[config.mk]
export PLATFORM = sky130hd
export DESIGN_NAME = video_frame_packetizer_unit_flat
export DESIGN_NICKNAME = d
export VERILOG_FILES = /design/src/rtl/vfp_pkg.sv /design/src/rtl/vfp_in_if.sv /design/src/rtl/vfp_out_if.sv /design/src/rtl/vfp_framer.sv /design/src/rtl/vfp_serializer.sv /design/src/rtl/video_frame_packetizer_unit.sv /design/src/flat_wrapper.sv
export SDC_FILE = /design/constraint.sdc
export NUM_CORES = 1
export LEC_CHECK = 0
export BUFFER_PORTS_ARGS = -buffer_cell sky130_fd_sc_hd__buf_4
export CORE_UTILIZATION = 55
export DETAILED_ROUTE_END_ITERATION = 10
export PLACE_DENSITY = 0.77
export SLEW_MARGIN = 30
export SYNTH_ARGS = -nofsm -noshare
export SYNTH_HDL_FRONTEND = slang
export SYNTH_SLANG_ARGS = --single-unit
export TNS_END_PERCENT = 20
[constraint.sdc]
create_clock -name clk -period 17 [get_ports clk]
set_input_delay 3.4 -clock clk [delete_from_list [all_inputs] [get_ports clk]]
set_output_delay 3.4 -clock clk [all_outputs]
set_load 0.02 [all_outputs]
[src/rtl/vfp_pkg.sv]
// Package for the video frame packetizer.
// Holds shared constants, register indexes, the header kind and the record type.
// Used by vfp_framer, vfp_serializer and the top level; depends on nothing.
package vfp_pkg;

  localparam int LEN_BITS_DEF     = 24;
  localparam int PAYLOAD_BITS_DEF = 16;

  localparam int CFG_INDEX_BITS = 2;
  localparam int CFG_DATA_BITS  = 17;

  localparam logic [CFG_INDEX_BITS-1:0] CFG_MAX_PAYLOAD   = 2'd0;
  localparam logic [CFG_INDEX_BITS-1:0] CFG_ENCODING_TYPE = 2'd1;
  localparam logic [CFG_INDEX_BITS-1:0] CFG_TS_INCREMENT  = 2'd2;
  localparam logic [CFG_INDEX_BITS-1:0] CFG_PAYLOAD_KIND  = 2'd3;

  localparam logic [15:0] MAX_PAYLOAD_RST   = 16'd1400;
  localparam logic        ENCODING_TYPE_RST = 1'b0;
  localparam logic [16:0] TS_INCREMENT_RST  = 17'd3000;
  localparam logic [6:0]  PAYLOAD_KIND_RST  = 7'd96;

  localparam int          HDR_FIRST   = 9;
  localparam int          HDR_NEXT    = 1;
  localparam int          MIN_PAYLOAD = 128;
  localparam logic [7:0]  CONT_MARK   = 8'hff;

  localparam int IDX_BITS = 4;
  localparam logic [IDX_BITS-1:0] IDX_W_LO  = 4'd1;
  localparam logic [IDX_BITS-1:0] IDX_W_HI  = 4'd2;
  localparam logic [IDX_BITS-1:0] IDX_H_LO  = 4'd5;
  localparam logic [IDX_BITS-1:0] IDX_H_HI  = 4'd6;
  localparam logic [IDX_BITS-1:0] IDX_FIRST_DATA = 4'(HDR_FIRST);
  localparam logic [IDX_BITS-1:0] IDX_CONT_DATA  = 4'(HDR_NEXT);

  typedef enum logic [1:0] {
    HDR_NONE,
    HDR_CONT,
    HDR_FULL
  } hdr_kind_t;

  typedef struct packed {
    hdr_kind_t   kind;
    logic        enc;
    logic [15:0] width;
    logic [15:0] height;
    logic [7:0]  data;
    logic        last;
    logic        marker;
  } rec_t;

endpackage

[src/rtl/vfp_in_if.sv]
// Input channel of the video frame packetizer: one frame byte per item.
// Depends on nothing.
interface vfp_in_if;
  logic        valid;
  logic        ready;
  logic [7:0]  data_byte;
  logic        frame_start;
  logic [23:0] frame_length;
  logic [15:0] frame_width;
  logic [15:0] frame_height;

  modport source (output valid, data_byte, frame_start, frame_length, frame_width,
                  frame_height, input ready);
  modport sink (input valid, data_byte, frame_start, frame_length, frame_width,
                frame_height, output ready);
endinterface

[src/rtl/vfp_out_if.sv]
// Output channel of the video frame packetizer: one payload byte per item.
// Depends on nothing.
interface vfp_out_if;
  logic        valid;
  logic        ready;
  logic [7:0]  out_byte;
  logic        packet_first;
  logic        packet_last;
  logic        marker_bit;
  logic [16:0] ts_step;
  logic [6:0]  payload_type_out;
  logic        run_last;

  modport source (output valid, out_byte, packet_first, packet_last, marker_bit, ts_step,
                  payload_type_out, run_last, input ready);
  modport sink (input valid, out_byte, packet_first, packet_last, marker_bit, ts_step,
                payload_type_out, run_last, output ready);
endinterface

[src/rtl/vfp_framer.sv]
// Frame and payload bookkeeping: tracks bytes left and payload fill, decides
// payload boundaries and builds one record per accepted byte while frame bytes are left. Uses vfp_pkg.
module vfp_framer #(
  parameter int LEN_BITS     = vfp_pkg::LEN_BITS_DEF,
  parameter int PAYLOAD_BITS = vfp_pkg::PAYLOAD_BITS_DEF
) (
  input  logic          clk,
  input  logic          rst,
  input  logic          accept,
  input  logic [7:0]    data_byte,
  input  logic          frame_start,
  input  logic [23:0]   frame_length,
  input  logic [15:0]   frame_width,
  input  logic [15:0]   frame_height,
  input  logic [15:0]   max_payload,
  input  logic          encoding_type,
  output logic          push,
  output vfp_pkg::rec_t rec
);

  localparam int LB = (LEN_BITS < 24) ? LEN_BITS : 24;
  localparam int PB = PAYLOAD_BITS;
  localparam int CW = ((LB > PB) ? LB : PB) + 1;

  logic [LB-1:0] bytes_left;
  logic [PB-1:0] packet_fill;
  logic          packet_open;
  logic          first_packet;
  logic          packet_marker;

  logic [LB-1:0] bl_eff;
  logic          first_eff;
  logic          open_eff;
  logic [PB-1:0] fill_eff;
  logic          marker_eff;
  logic [PB-1:0] maxp;
  logic [PB-1:0] extra;
  logic [CW-1:0] total;
  logic          overflow;
  logic [PB-1:0] fill_cur;
  logic          marker_cur;
  logic [PB-1:0] fill_dec;
  logic          last;
  logic          active;

  always_comb begin
    bl_eff     = frame_start ? frame_length[LB-1:0] : bytes_left;
    first_eff  = frame_start | first_packet;
    open_eff   = !frame_start & packet_open;
    fill_eff   = frame_start ? '0 : packet_fill;
    marker_eff = !frame_start & packet_marker;
    maxp       = (max_payload[PB-1:0] < PB'(vfp_pkg::MIN_PAYLOAD)) ?
                 PB'(vfp_pkg::MIN_PAYLOAD) : max_payload[PB-1:0];
    extra      = first_eff ? PB'(vfp_pkg::HDR_FIRST) : PB'(vfp_pkg::HDR_NEXT);
    total      = CW'(bl_eff) + CW'(extra);
    overflow   = total > CW'(maxp);
    fill_cur   = open_eff ? fill_eff : (overflow ? maxp - extra : PB'(bl_eff));
    marker_cur = open_eff ? marker_eff : !overflow;
    fill_dec   = (fill_cur != '0) ? fill_cur - 1'b1 : '0;
    last       = fill_dec == '0;
    active     = bl_eff != '0;
  end

  always_ff @(posedge clk) begin
    if (rst) begin
      bytes_left    <= '0;
      packet_fill   <= '0;
      packet_open   <= 1'b0;
      first_packet  <= 1'b1;
      packet_marker <= 1'b0;
    end else if (accept) begin
      if (active) begin
        bytes_left    <= bl_eff - 1'b1;
        packet_fill   <= fill_dec;
        packet_open   <= !last;
        first_packet  <= first_eff & !last;
        packet_marker <= marker_cur;
      end else begin
        bytes_left    <= bl_eff;
        packet_fill   <= fill_eff;
        packet_open   <= open_eff;
        first_packet  <= first_eff;
        packet_marker <= marker_eff;
      end
    end
  end

  always_comb begin
    push       = accept & active;
    rec.kind   = open_eff ? vfp_pkg::HDR_NONE :
                 (first_eff ? vfp_pkg::HDR_FULL : vfp_pkg::HDR_CONT);
    rec.enc    = encoding_type;
    rec.width  = frame_width;
    rec.height = frame_height;
    rec.data   = data_byte;
    rec.last   = last;
    rec.marker = marker_cur;
  end

endmodule

[src/rtl/vfp_serializer.sv]
// Output stage: holds one record and sends its header bytes and data byte,
// one per cycle while packets.ready is high. Uses vfp_pkg and vfp_out_if.
module vfp_serializer (
  input  logic          clk,
  input  logic          rst,
  input  logic          push,
  input  vfp_pkg::rec_t rec_in,
  output logic          rec_ready,
  input  logic [16:0]   ts_increment,
  input  logic [6:0]    payload_kind,
  vfp_out_if.source     packets
);

  vfp_pkg::rec_t                 rec;
  logic                          rec_valid;
  logic [vfp_pkg::IDX_BITS-1:0]  idx;
  logic [vfp_pkg::IDX_BITS-1:0]  last_idx;
  logic                          on_data;
  logic                          take;

  always_comb begin
    unique case (rec.kind)
      vfp_pkg::HDR_FULL: last_idx = vfp_pkg::IDX_FIRST_DATA;
      vfp_pkg::HDR_CONT: last_idx = vfp_pkg::IDX_CONT_DATA;
      default:           last_idx = '0;
    endcase
    on_data   = idx == last_idx;
    take      = packets.valid & packets.ready;
    rec_ready = !rec_valid | (take & on_data);
  end

  always_ff @(posedge clk) begin
    if (rst) begin
      rec_valid <= 1'b0;
      idx       <= '0;
    end else if (push) begin
      rec_valid <= 1'b1;
      idx       <= '0;
    end else if (take) begin
      if (on_data) begin
        rec_valid <= 1'b0;
        idx       <= '0;
      end else begin
        idx <= idx + 1'b1;
      end
    end
  end

  always_ff @(posedge clk) begin
    if (push) begin
      rec <= rec_in;
    end
  end

  always_comb begin
    packets.valid = rec_valid;
    if (on_data) begin
      packets.out_byte = rec.data;
    end else if (rec.kind == vfp_pkg::HDR_CONT) begin
      packets.out_byte = vfp_pkg::CONT_MARK;
    end else begin
      case (idx)
        '0:                packets.out_byte = {7'd0, rec.enc};
        vfp_pkg::IDX_W_LO: packets.out_byte = rec.width[7:0];
        vfp_pkg::IDX_W_HI: packets.out_byte = rec.width[15:8];
        vfp_pkg::IDX_H_LO: packets.out_byte = rec.height[7:0];
        vfp_pkg::IDX_H_HI: packets.out_byte = rec.height[15:8];
        default:           packets.out_byte = 8'd0;
      endcase
    end
    packets.packet_first     = (idx == '0) & (rec.kind != vfp_pkg::HDR_NONE);
    packets.packet_last      = on_data & rec.last;
    packets.marker_bit       = rec.marker;
    packets.ts_step          = rec.marker ? ts_increment : 17'd0;
    packets.payload_type_out = payload_kind;
    packets.run_last         = on_data;
  end

endmodule

[src/rtl/video_frame_packetizer_unit.sv]
// Top level of the video frame packetizer: configuration registers, framer
// and output serializer. Uses vfp_pkg, vfp_in_if, vfp_out_if, vfp_framer
// and vfp_serializer.
//
//   channel       role    moves per item
//   frame_bytes   sink    one frame byte with frame start, length and size
//   packets       source  one payload byte with marks, marker and timestamp step
//   cfg_*         write   one register write, no handshake back
//
// A frame byte is accepted in the cycle its record can enter the output
// register: a byte that continues a payload sends only its data byte, one
// that opens a later payload a continuation mark first and one that opens
// a frame the full header first; the output sends one byte a cycle while
// packets.ready is high. Reset is synchronous. A stalled output holds its
// byte and stops input intake once the record is due.
module video_frame_packetizer_unit #(
  parameter int LEN_BITS     = vfp_pkg::LEN_BITS_DEF,
  parameter int PAYLOAD_BITS = vfp_pkg::PAYLOAD_BITS_DEF
) (
  input  logic                                clk,
  input  logic                                rst,
  input  logic                                cfg_we,
  input  logic [vfp_pkg::CFG_INDEX_BITS-1:0]  cfg_index,
  input  logic [vfp_pkg::CFG_DATA_BITS-1:0]   cfg_data,
  vfp_in_if.sink                              frame_bytes,
  vfp_out_if.source                           packets
);

  logic [15:0]   max_payload;
  logic          encoding_type;
  logic [16:0]   ts_increment;
  logic [6:0]    payload_kind;
  logic          push;
  logic          rec_ready;
  vfp_pkg::rec_t rec;

  always_ff @(posedge clk) begin
    if (rst) begin
      max_payload   <= vfp_pkg::MAX_PAYLOAD_RST;
      encoding_type <= vfp_pkg::ENCODING_TYPE_RST;
      ts_increment  <= vfp_pkg::TS_INCREMENT_RST;
      payload_kind  <= vfp_pkg::PAYLOAD_KIND_RST;
    end else if (cfg_we) begin
      unique case (cfg_index)
        vfp_pkg::CFG_MAX_PAYLOAD:   max_payload   <= cfg_data[15:0];
        vfp_pkg::CFG_ENCODING_TYPE: encoding_type <= cfg_data[0];
        vfp_pkg::CFG_TS_INCREMENT:  ts_increment  <= cfg_data[16:0];
        vfp_pkg::CFG_PAYLOAD_KIND:  payload_kind  <= cfg_data[6:0];
        default: ;
      endcase
    end
  end

  assign frame_bytes.ready = rec_ready;

  vfp_framer #(
    .LEN_BITS     (LEN_BITS),
    .PAYLOAD_BITS (PAYLOAD_BITS)
  ) u_framer (
    .clk           (clk),
    .rst           (rst),
    .accept        (frame_bytes.valid & rec_ready),
    .data_byte     (frame_bytes.data_byte),
    .frame_start   (frame_bytes.frame_start),
    .frame_length  (frame_bytes.frame_length),
    .frame_width   (frame_bytes.frame_width),
    .frame_height  (frame_bytes.frame_height),
    .max_payload   (max_payload),
    .encoding_type (encoding_type),
    .push          (push),
    .rec           (rec)
  );

  vfp_serializer u_serializer (
    .clk          (clk),
    .rst          (rst),
    .push         (push),
    .rec_in       (rec),
    .rec_ready    (rec_ready),
    .ts_increment (ts_increment),
    .payload_kind (payload_kind),
    .packets      (packets)
  );

  a_first_not_run_end: assert property (@(posedge clk) disable iff (rst)
    packets.valid && packets.packet_first |-> !packets.run_last)
    else $error("payload opens on the last byte of an item");

  a_last_ends_run: assert property (@(posedge clk) disable iff (rst)
    packets.valid && packets.packet_last |-> packets.run_last)
    else $error("payload ends on a header byte");

  a_ts_needs_marker: assert property (@(posedge clk) disable iff (rst)
    packets.valid && !packets.marker_bit |-> packets.ts_step == 17'd0)
    else $error("timestamp step without marker");

  a_push_only_when_free: assert property (@(posedge clk) disable iff (rst)
    push |-> rec_ready)
    else $error("record written over a pending record");

endmodule
[src/flat_wrapper.sv]
// flat-port wrapper written by rule: the top's interface ports become plain ports
module video_frame_packetizer_unit_flat 
#(
  parameter int LEN_BITS     = vfp_pkg::LEN_BITS_DEF,
  parameter int PAYLOAD_BITS = vfp_pkg::PAYLOAD_BITS_DEF
)
  (clk, rst, cfg_we, cfg_index, cfg_data, frame_bytes_valid, frame_bytes_data_byte, frame_bytes_frame_start, frame_bytes_frame_length, frame_bytes_frame_width, frame_bytes_frame_height, frame_bytes_ready, packets_valid, packets_out_byte, packets_packet_first, packets_packet_last, packets_marker_bit, packets_ts_step, packets_payload_type_out, packets_run_last, packets_ready);
  vfp_in_if frame_bytes_i ();
  vfp_out_if packets_i ();
  input  logic clk;
  input  logic rst;
  input  logic cfg_we;
  input  logic [vfp_pkg::CFG_INDEX_BITS-1:0] cfg_index;
  input  logic [vfp_pkg::CFG_DATA_BITS-1:0] cfg_data;
  input wire logic [$bits(frame_bytes_i.valid)-1:0] frame_bytes_valid;
  input wire logic [$bits(frame_bytes_i.data_byte)-1:0] frame_bytes_data_byte;
  input wire logic [$bits(frame_bytes_i.frame_start)-1:0] frame_bytes_frame_start;
  input wire logic [$bits(frame_bytes_i.frame_length)-1:0] frame_bytes_frame_length;
  input wire logic [$bits(frame_bytes_i.frame_width)-1:0] frame_bytes_frame_width;
  input wire logic [$bits(frame_bytes_i.frame_height)-1:0] frame_bytes_frame_height;
  output wire logic [$bits(frame_bytes_i.ready)-1:0] frame_bytes_ready;
  output wire logic [$bits(packets_i.valid)-1:0] packets_valid;
  output wire logic [$bits(packets_i.out_byte)-1:0] packets_out_byte;
  output wire logic [$bits(packets_i.packet_first)-1:0] packets_packet_first;
  output wire logic [$bits(packets_i.packet_last)-1:0] packets_packet_last;
  output wire logic [$bits(packets_i.marker_bit)-1:0] packets_marker_bit;
  output wire logic [$bits(packets_i.ts_step)-1:0] packets_ts_step;
  output wire logic [$bits(packets_i.payload_type_out)-1:0] packets_payload_type_out;
  output wire logic [$bits(packets_i.run_last)-1:0] packets_run_last;
  input wire logic [$bits(packets_i.ready)-1:0] packets_ready;
  assign frame_bytes_i.valid = frame_bytes_valid;
  assign frame_bytes_i.data_byte = frame_bytes_data_byte;
  assign frame_bytes_i.frame_start = frame_bytes_frame_start;
  assign frame_bytes_i.frame_length = frame_bytes_frame_length;
  assign frame_bytes_i.frame_width = frame_bytes_frame_width;
  assign frame_bytes_i.frame_height = frame_bytes_frame_height;
  assign frame_bytes_ready = frame_bytes_i.ready;
  assign packets_valid = packets_i.valid;
  assign packets_out_byte = packets_i.out_byte;
  assign packets_packet_first = packets_i.packet_first;
  assign packets_packet_last = packets_i.packet_last;
  assign packets_marker_bit = packets_i.marker_bit;
  assign packets_ts_step = packets_i.ts_step;
  assign packets_payload_type_out = packets_i.payload_type_out;
  assign packets_run_last = packets_i.run_last;
  assign packets_i.ready = packets_ready;
  video_frame_packetizer_unit #(.LEN_BITS(LEN_BITS), .PAYLOAD_BITS(PAYLOAD_BITS)) u_core (.clk(clk), .rst(rst), .cfg_we(cfg_we), .cfg_index(cfg_index), .cfg_data(cfg_data), .frame_bytes(frame_bytes_i), .packets(packets_i));
endmodule
==> impl_metrics.tcl, run 1 <==
set metrics [dict create \
    synth_simple_gate_area_frac 0.266 \
    timing.rr.end "u_core.u_framer.packet_open" \
    pwr_density_cell_nw_per_um2 87.8 \
    yosysSeqAreaShare 0.369 \
    yosysTopAreaCell "dfxtp_1" \
    r2r-start "u_core.u_framer.bytes_left[3]" \
    grt_pass1_wl_mm 37.4 \
    crit_path_max_incr_delay_ns 0.58 \
    n_antenna_cell 0 \
    outcome "finished, final reports clean" \
    hold_violations 0 \
    synth_seq_cells 134 \
    place.gp.congestion 0.931 \
    cts_resized 0 \
    cts_tree "yes" \
    grt_max_degree 88 \
    fin_tns_setup_ns 0 \
    min_period_ns 9.84 \
    nNetsFinal 1242 \
    port_buffers 126 \
    critPathSlowestCell "buf_4" \
    crit_path_max_fanout 66 \
    coreArea_um2 15100 \
    via_per_inst 6.05 \
    crit_path_start_kind "primary input" \
    synth_top_area_frac 0.210 \
    die-area_um2 15900 \
    synthAdderAreaFrac 0.0442 \
    ir_drop_mv 0.0723 \
    hold_path.startpoint "u_core.encoding_type" \
    synth_edf_count 45 \
    dpl.hpwl_mm 17.0 \
    htree_levels 4 \
    remaining_drc_errors 0 \
    hold_buffers 0 \
    start_util 0.561 \
    synth_top_family_by_area "simple AND/OR/NAND/NOR gates" \
    crit_required_ns 17.26 \
    postRouteAntennaNets 0 \
    worst_slew_pin_slew_ns 0.881 \
    period_share 0.579 \
    grtUsageTotal 0.296 \
    crit_buf_inv 3 \
    grt_antenna_before_repair 0 \
    drv_slew 0 \
    stdcell_count 1324 \
    die_y_um 126 \
    setup_viol_count_final 0 \
    first_pass_iters 6 \
    min_path_cells 0 \
    area_growth_pct 18.3 \
    yosys-top-cells-count "nand2_1, a21oi_1, dfxtp_1, nor2_1, edfxtp_1" \
    maxCapViolCount 0 \
    skew_ns 0.0114 \
    synth_xor_area_frac 0.0526 \
    ys_async_sr_fraction 0 \
    fp-row-count 45 \
    synth_area_um2 8490 \
    ios 127 \
    synth_compound_area_frac 0.180 \
    p_leak_uw 0.00405 \
    yosysWarnings 0 \
    synth_most_common_cell "nand2_1" \
    synth_area_leaders "dfxtp_1, edfxtp_1, nand2_1, a21oi_1, ha_1" \
    r2r_setup_slack_ns 10.27 \
    numCtsBuffers 17 \
    n_fill_cell 1284 \
    postCtsSetupRepairBufs 0 \
    rsz0062_at_grt "false" \
    min_path_type "flop to flop" \
    avgRoutedWirePerCell_um 17.6 \
    insertion_delay_ns 0.43 \
    synthDistinctLibCells 75 \
    crit_top_cell "nand2_1" \
    arrival_ns 10.09 \
    avgSynthCellArea_um2 8.28 \
    cp_top_family "simple AND/OR/NAND/NOR gates" \
    clk_path_buf_depth 2 \
    slew_headroom 0.396 \
    vias 8005 \
    synth_cells 1026 \
    root_buffer "clkbuf_16" \
    reg2reg_depth 23 \
    first_global_vias 7329 \
    worstSetupEndpointType "flop" \
    grt_remaining_overflow 0 \
    wl_mm 23.3 \
    final_layout_size_suffix_gt1_frac 0.177 \
    die_w_um 126 \
    fmax_mhz 102 \
    dp.cells 1292 \
    drt-initial-drc-count 713 \
    clk_pin_slew_worst_paths_ns 0.06 \
    cts_sinks 134 \
    worstHoldEndpoint "u_core.u_serializer.rec[42]" \
    worstSetupPathType "primary input to flop" \
    synth_mux_area_frac 0.0463 \
    ys.flop_type "dfxtp_1" \
    synth_nets 1145 \
]
-- state kept, by name, summed over array words and instances (netlist names) --
register / flops
u_core.encoding_type: 1
u_core.max_payload: 16
u_core.payload_kind: 7
u_core.ts_increment: 17
u_core.u_framer.bytes_left: 24
u_core.u_framer.first_packet: 1
u_core.u_framer.packet_fill: 16
u_core.u_framer.packet_marker: 1
u_core.u_framer.packet_open: 1
u_core.u_serializer.idx: 4
u_core.u_serializer.packets.marker_bit: 1
u_core.u_serializer.packets.valid: 1
u_core.u_serializer.rec: 44
-- metal layers --
metal	GRT usage	up-vias	routed length [um]
met5	0	-	0
met4	0.105	0	506
met3	0.0603	39	1750
met2	0.469	339	10700
met1	0.401	3740	10400
li1	-	3887	-
-- cell type report --
class	instances	area [um^2]	share of cell area
clock buffer	22	478	0.0476
clock inverter	10	70.1	0.00697
inverter	27	101	0.0101
multi-input combinational	808	5020	0.499
sequential	134	3130	0.312
tap	188	235	0.0234
timing repair buffer	135	1010	0.101
-- stage by stage --
stage	worst slack [ns]	instance area (um^2)	util	power (uW)	hold slack (ns)
after floorplan	7.59	8490	-	483	0.408
after global placement	6.98	9480	0.626	541	0.421
after detailed placement	6.80	9500	0.627	543	0.425
after CTS	7.19	10000	0.663	883	0.439
after global routing	6.40	10000	0.663	916	0.455
final	7.16	10000	0.663	882	0.436
-- worst max path at each step --
| stage | from | to | depth (start not counted) |
|---|---|---|---|
| global route | frame_bytes_frame_start | u_core.u_framer.packet_open | 29 |
| CTS | frame_bytes_frame_start | u_core.u_framer.packet_open | 29 |
| detailed placement | frame_bytes_frame_start | u_core.u_framer.packet_open | 29 |
| global placement | frame_bytes_frame_start | u_core.u_framer.packet_open | 23 |
| finish | frame_bytes_frame_start | u_core.u_framer.packet_open | 29 |
| floorplan | frame_bytes_frame_start | u_core.u_framer.packet_open | 29 |
-- power breakdown --
| part | internal (uW) | switching, uW | leakage, uW |
|---|---|---|---|
| combinational | 70.5 | 105 | 0.00263 |
| sequential | 351 | 13.2 | 0.00116 |
| clock | 200 | 142 | 0.000263 |
| total | 622 | 260 | 0.00405 |
-- placed cells by master, fill, tap and decap left out, types with 26 or more instances in the layout --
cell type	count
inv_1	26
xnor2_1	37
edfxtp_1	45
o21ai_0	32
mux2i_1	32
a21oi_1	104
buf_4	134
nand2_1	179
dfxtp_1	89
ha_1	30
nand3_1	29
nor2_1	76
-- kinds of logic (layout without fill, tap and decap cells) --
family / count (synthesis) / count (layout)
simple gates: 449 / 449
mux: 38 / 38
flops: 134 / 134
compound gates: 240 / 240
buf+inv: 84 / 194
fa+ha+maj: 30 / 30
xor+xnor: 51 / 51
(Power assumes the default switching activity.)
==> run 2, diff against run 1 <==
CORE_UTILIZATION = 53   (was 55)
PLACE_DENSITY = 0.78   (was 0.77)
clock period = 8.95 ns   (was 17 ns; I/O delays follow)
==> impl_metrics.tcl, run 2 (same netlist as run 1, synthesis figures left out) <==
set metrics [dict create \
    cts_tree "yes" \
    worst_slew_pin_slew_ns 0.921 \
    reg.largest.list "u_core.u_serializer.rec (44), u_core.u_framer.bytes_left (24), u_core.ts_increment (17)" \
    numCtsBuffers 17 \
    final_layout_size_suffix_gt1_frac 0.177 \
    fin_tns_setup_ns 0 \
    n_antenna_cell 0 \
    min_period_ns 7.83 \
    vias 8031 \
    grt_max_degree 88 \
    die_w_um 129 \
    cts_resized 0 \
    hold_violations 0 \
    hold_path.startpoint "u_core.ts_increment[2]" \
    first_global_vias 7482 \
    htree_levels 4 \
    crit_required_ns 9.22 \
    ios 127 \
    crit_buf_inv 2 \
    remaining_drc_errors 0 \
    crit_start "frame_bytes_frame_start" \
    outcome "finished, final reports clean" \
    grt_pass1_wl_mm 37.5 \
    crit_top_cell "nand2_1" \
    arrival_ns 8.10 \
    nNetsFinal 1242 \
    ir_drop_mv 0.158 \
    fmax_mhz 128 \
    largest_reg_flops 44 \
    hold_slack_ns 0.450 \
    port_buffers 126 \
    clk_pin_slew_worst_paths_ns 0.06 \
    drt-initial-drc-count 751 \
    first_pass_iters 5 \
    postRouteAntennaNets 0 \
    skew_ns 0.00886 \
    critPathSlowestCell "or4_1" \
    grt_remaining_overflow 0 \
    worstSetupEndpointType "flop" \
    hold_buffers 0 \
    postLayoutCoreUtil 0.654 \
    clk_path_buf_depth 2 \
    dpl.hpwl_mm 17.1 \
    via_per_inst 5.96 \
    die-area_um2 16500 \
    crit_path_max_incr_delay_ns 0.50 \
    grt_antenna_before_repair 0 \
    avgRoutedWirePerCell_um 17.4 \
    cts_sinks 134 \
    layout_common_cells "nand2_1, buf_4, a21oi_1" \
    fp-row-count 45 \
    die_y_um 129 \
    postCtsSetupRepairBufs 0 \
    stdcell_count 1347 \
    place_ws_ns 0.869 \
    dp.cells 1315 \
    slew_headroom 0.381 \
    root_buffer "clkbuf_16" \
    start_util 0.550 \
    r2r-start "u_core.u_framer.bytes_left[3]" \
    final_common_cell "nand2_1" \
    setup_viol_count_final 0 \
    layout_setup_ws_ns 1.12 \
    crit_path_start_kind "primary input" \
    crit_path_max_fanout 25 \
    regMostFlops "u_core.u_serializer.rec" \
    maxCapViolCount 0 \
    place.gp.congestion 0.988 \
    rsz0062_at_grt "false" \
    p_leak_uw 0.00405 \
    pwr_density_cell_nw_per_um2 168 \
    grtUsageTotal 0.289 \
    wl_mm 23.4 \
    drv_slew 0 \
    worstSetupPathType "primary input to flop" \
    coreArea_um2 15400 \
    min_path_type "flop to flop" \
    insertion_delay_ns 0.43 \
    cp_top_family "simple AND/OR/NAND/NOR gates" \
    area_growth_pct 18.8 \
    period_share 0.875 \
]
[run 2: cell count changes in the layout (fill, tap and decap cells not counted), sizes merged]
cell      change
clkinvlp      +1
clkbuf        -5
clkinv        -2
inv           +6
[run 2: stage by stage]
stage	power, uW	area (um^2)
floorplan	917	8490
global placement	1030	9520
detailed placement	1030	9530
CTS	1700	10100
global route	1760	10100
finish	1690	10100
[run 2: worst register-to-register path: stages, from the launching register on]
cell and delay [ns]:
dfxtp_1 0.33, mux2i_1 0.37, inv_1 0.09, ha_1 0.36, nand2_1 0.08, o21bai_1 0.30
nand2_1 0.12, nor2_1 0.36, nand2_1 0.13, xnor2_1 0.15, nor2_1 0.09, a21oi_1 0.05
ha_1 0.31, nand2_1 0.06, nor2_1 0.08, nand2_1 0.07, or4_1 0.50, a21oi_1 0.19
nand4_1 0.46, nor2_1 0.46, mux2i_2 0.42, nand4_2 0.25, or3_1 0.43, a21bo_1 0.21
o41ai_2 0.28, a311oi_1 0.14
[run 2: cell type report]
class	instances	area [um^2]
flip-flops and latches	134	3130
multi-input cells	808	5020
clock buffers	17	425
well taps	211	264
repair buffers	135	1010
clock inverters	15	133
fillers	1348	5340
inverters	27	101
[run 2: routing by layer]
| metal | GRT usage | share of wire | up-vias |
|---|---|---|---|
| met4 | 0.125 | 0.030 | 0 |
| met3 | 0.0653 | 0.075 | 49 |
| met2 | 0.450 | 0.44 | 318 |
| met1 | 0.387 | 0.45 | 3780 |
| li1 | - | - | 3884 |
| met5 | 0 | 0 | - |
[run 2: final timing paths]
check	endpoint	slack, ns	cells past startpoint
hold reg to reg	u_core.ts_increment[2]	0.45	2
setup reg to reg	u_core.u_framer.packet_open	2.51	25
hold / removal	u_core.ts_increment[2]	0.45	2
setup / recovery	u_core.u_framer.packet_open	1.12	26
[run 2: power breakdown]
group	switching (uW)	internal [uW]	total, uW
clock	301	365	666
combinational	199	135	334
sequential	24.8	667	692
total	525	1170	1690
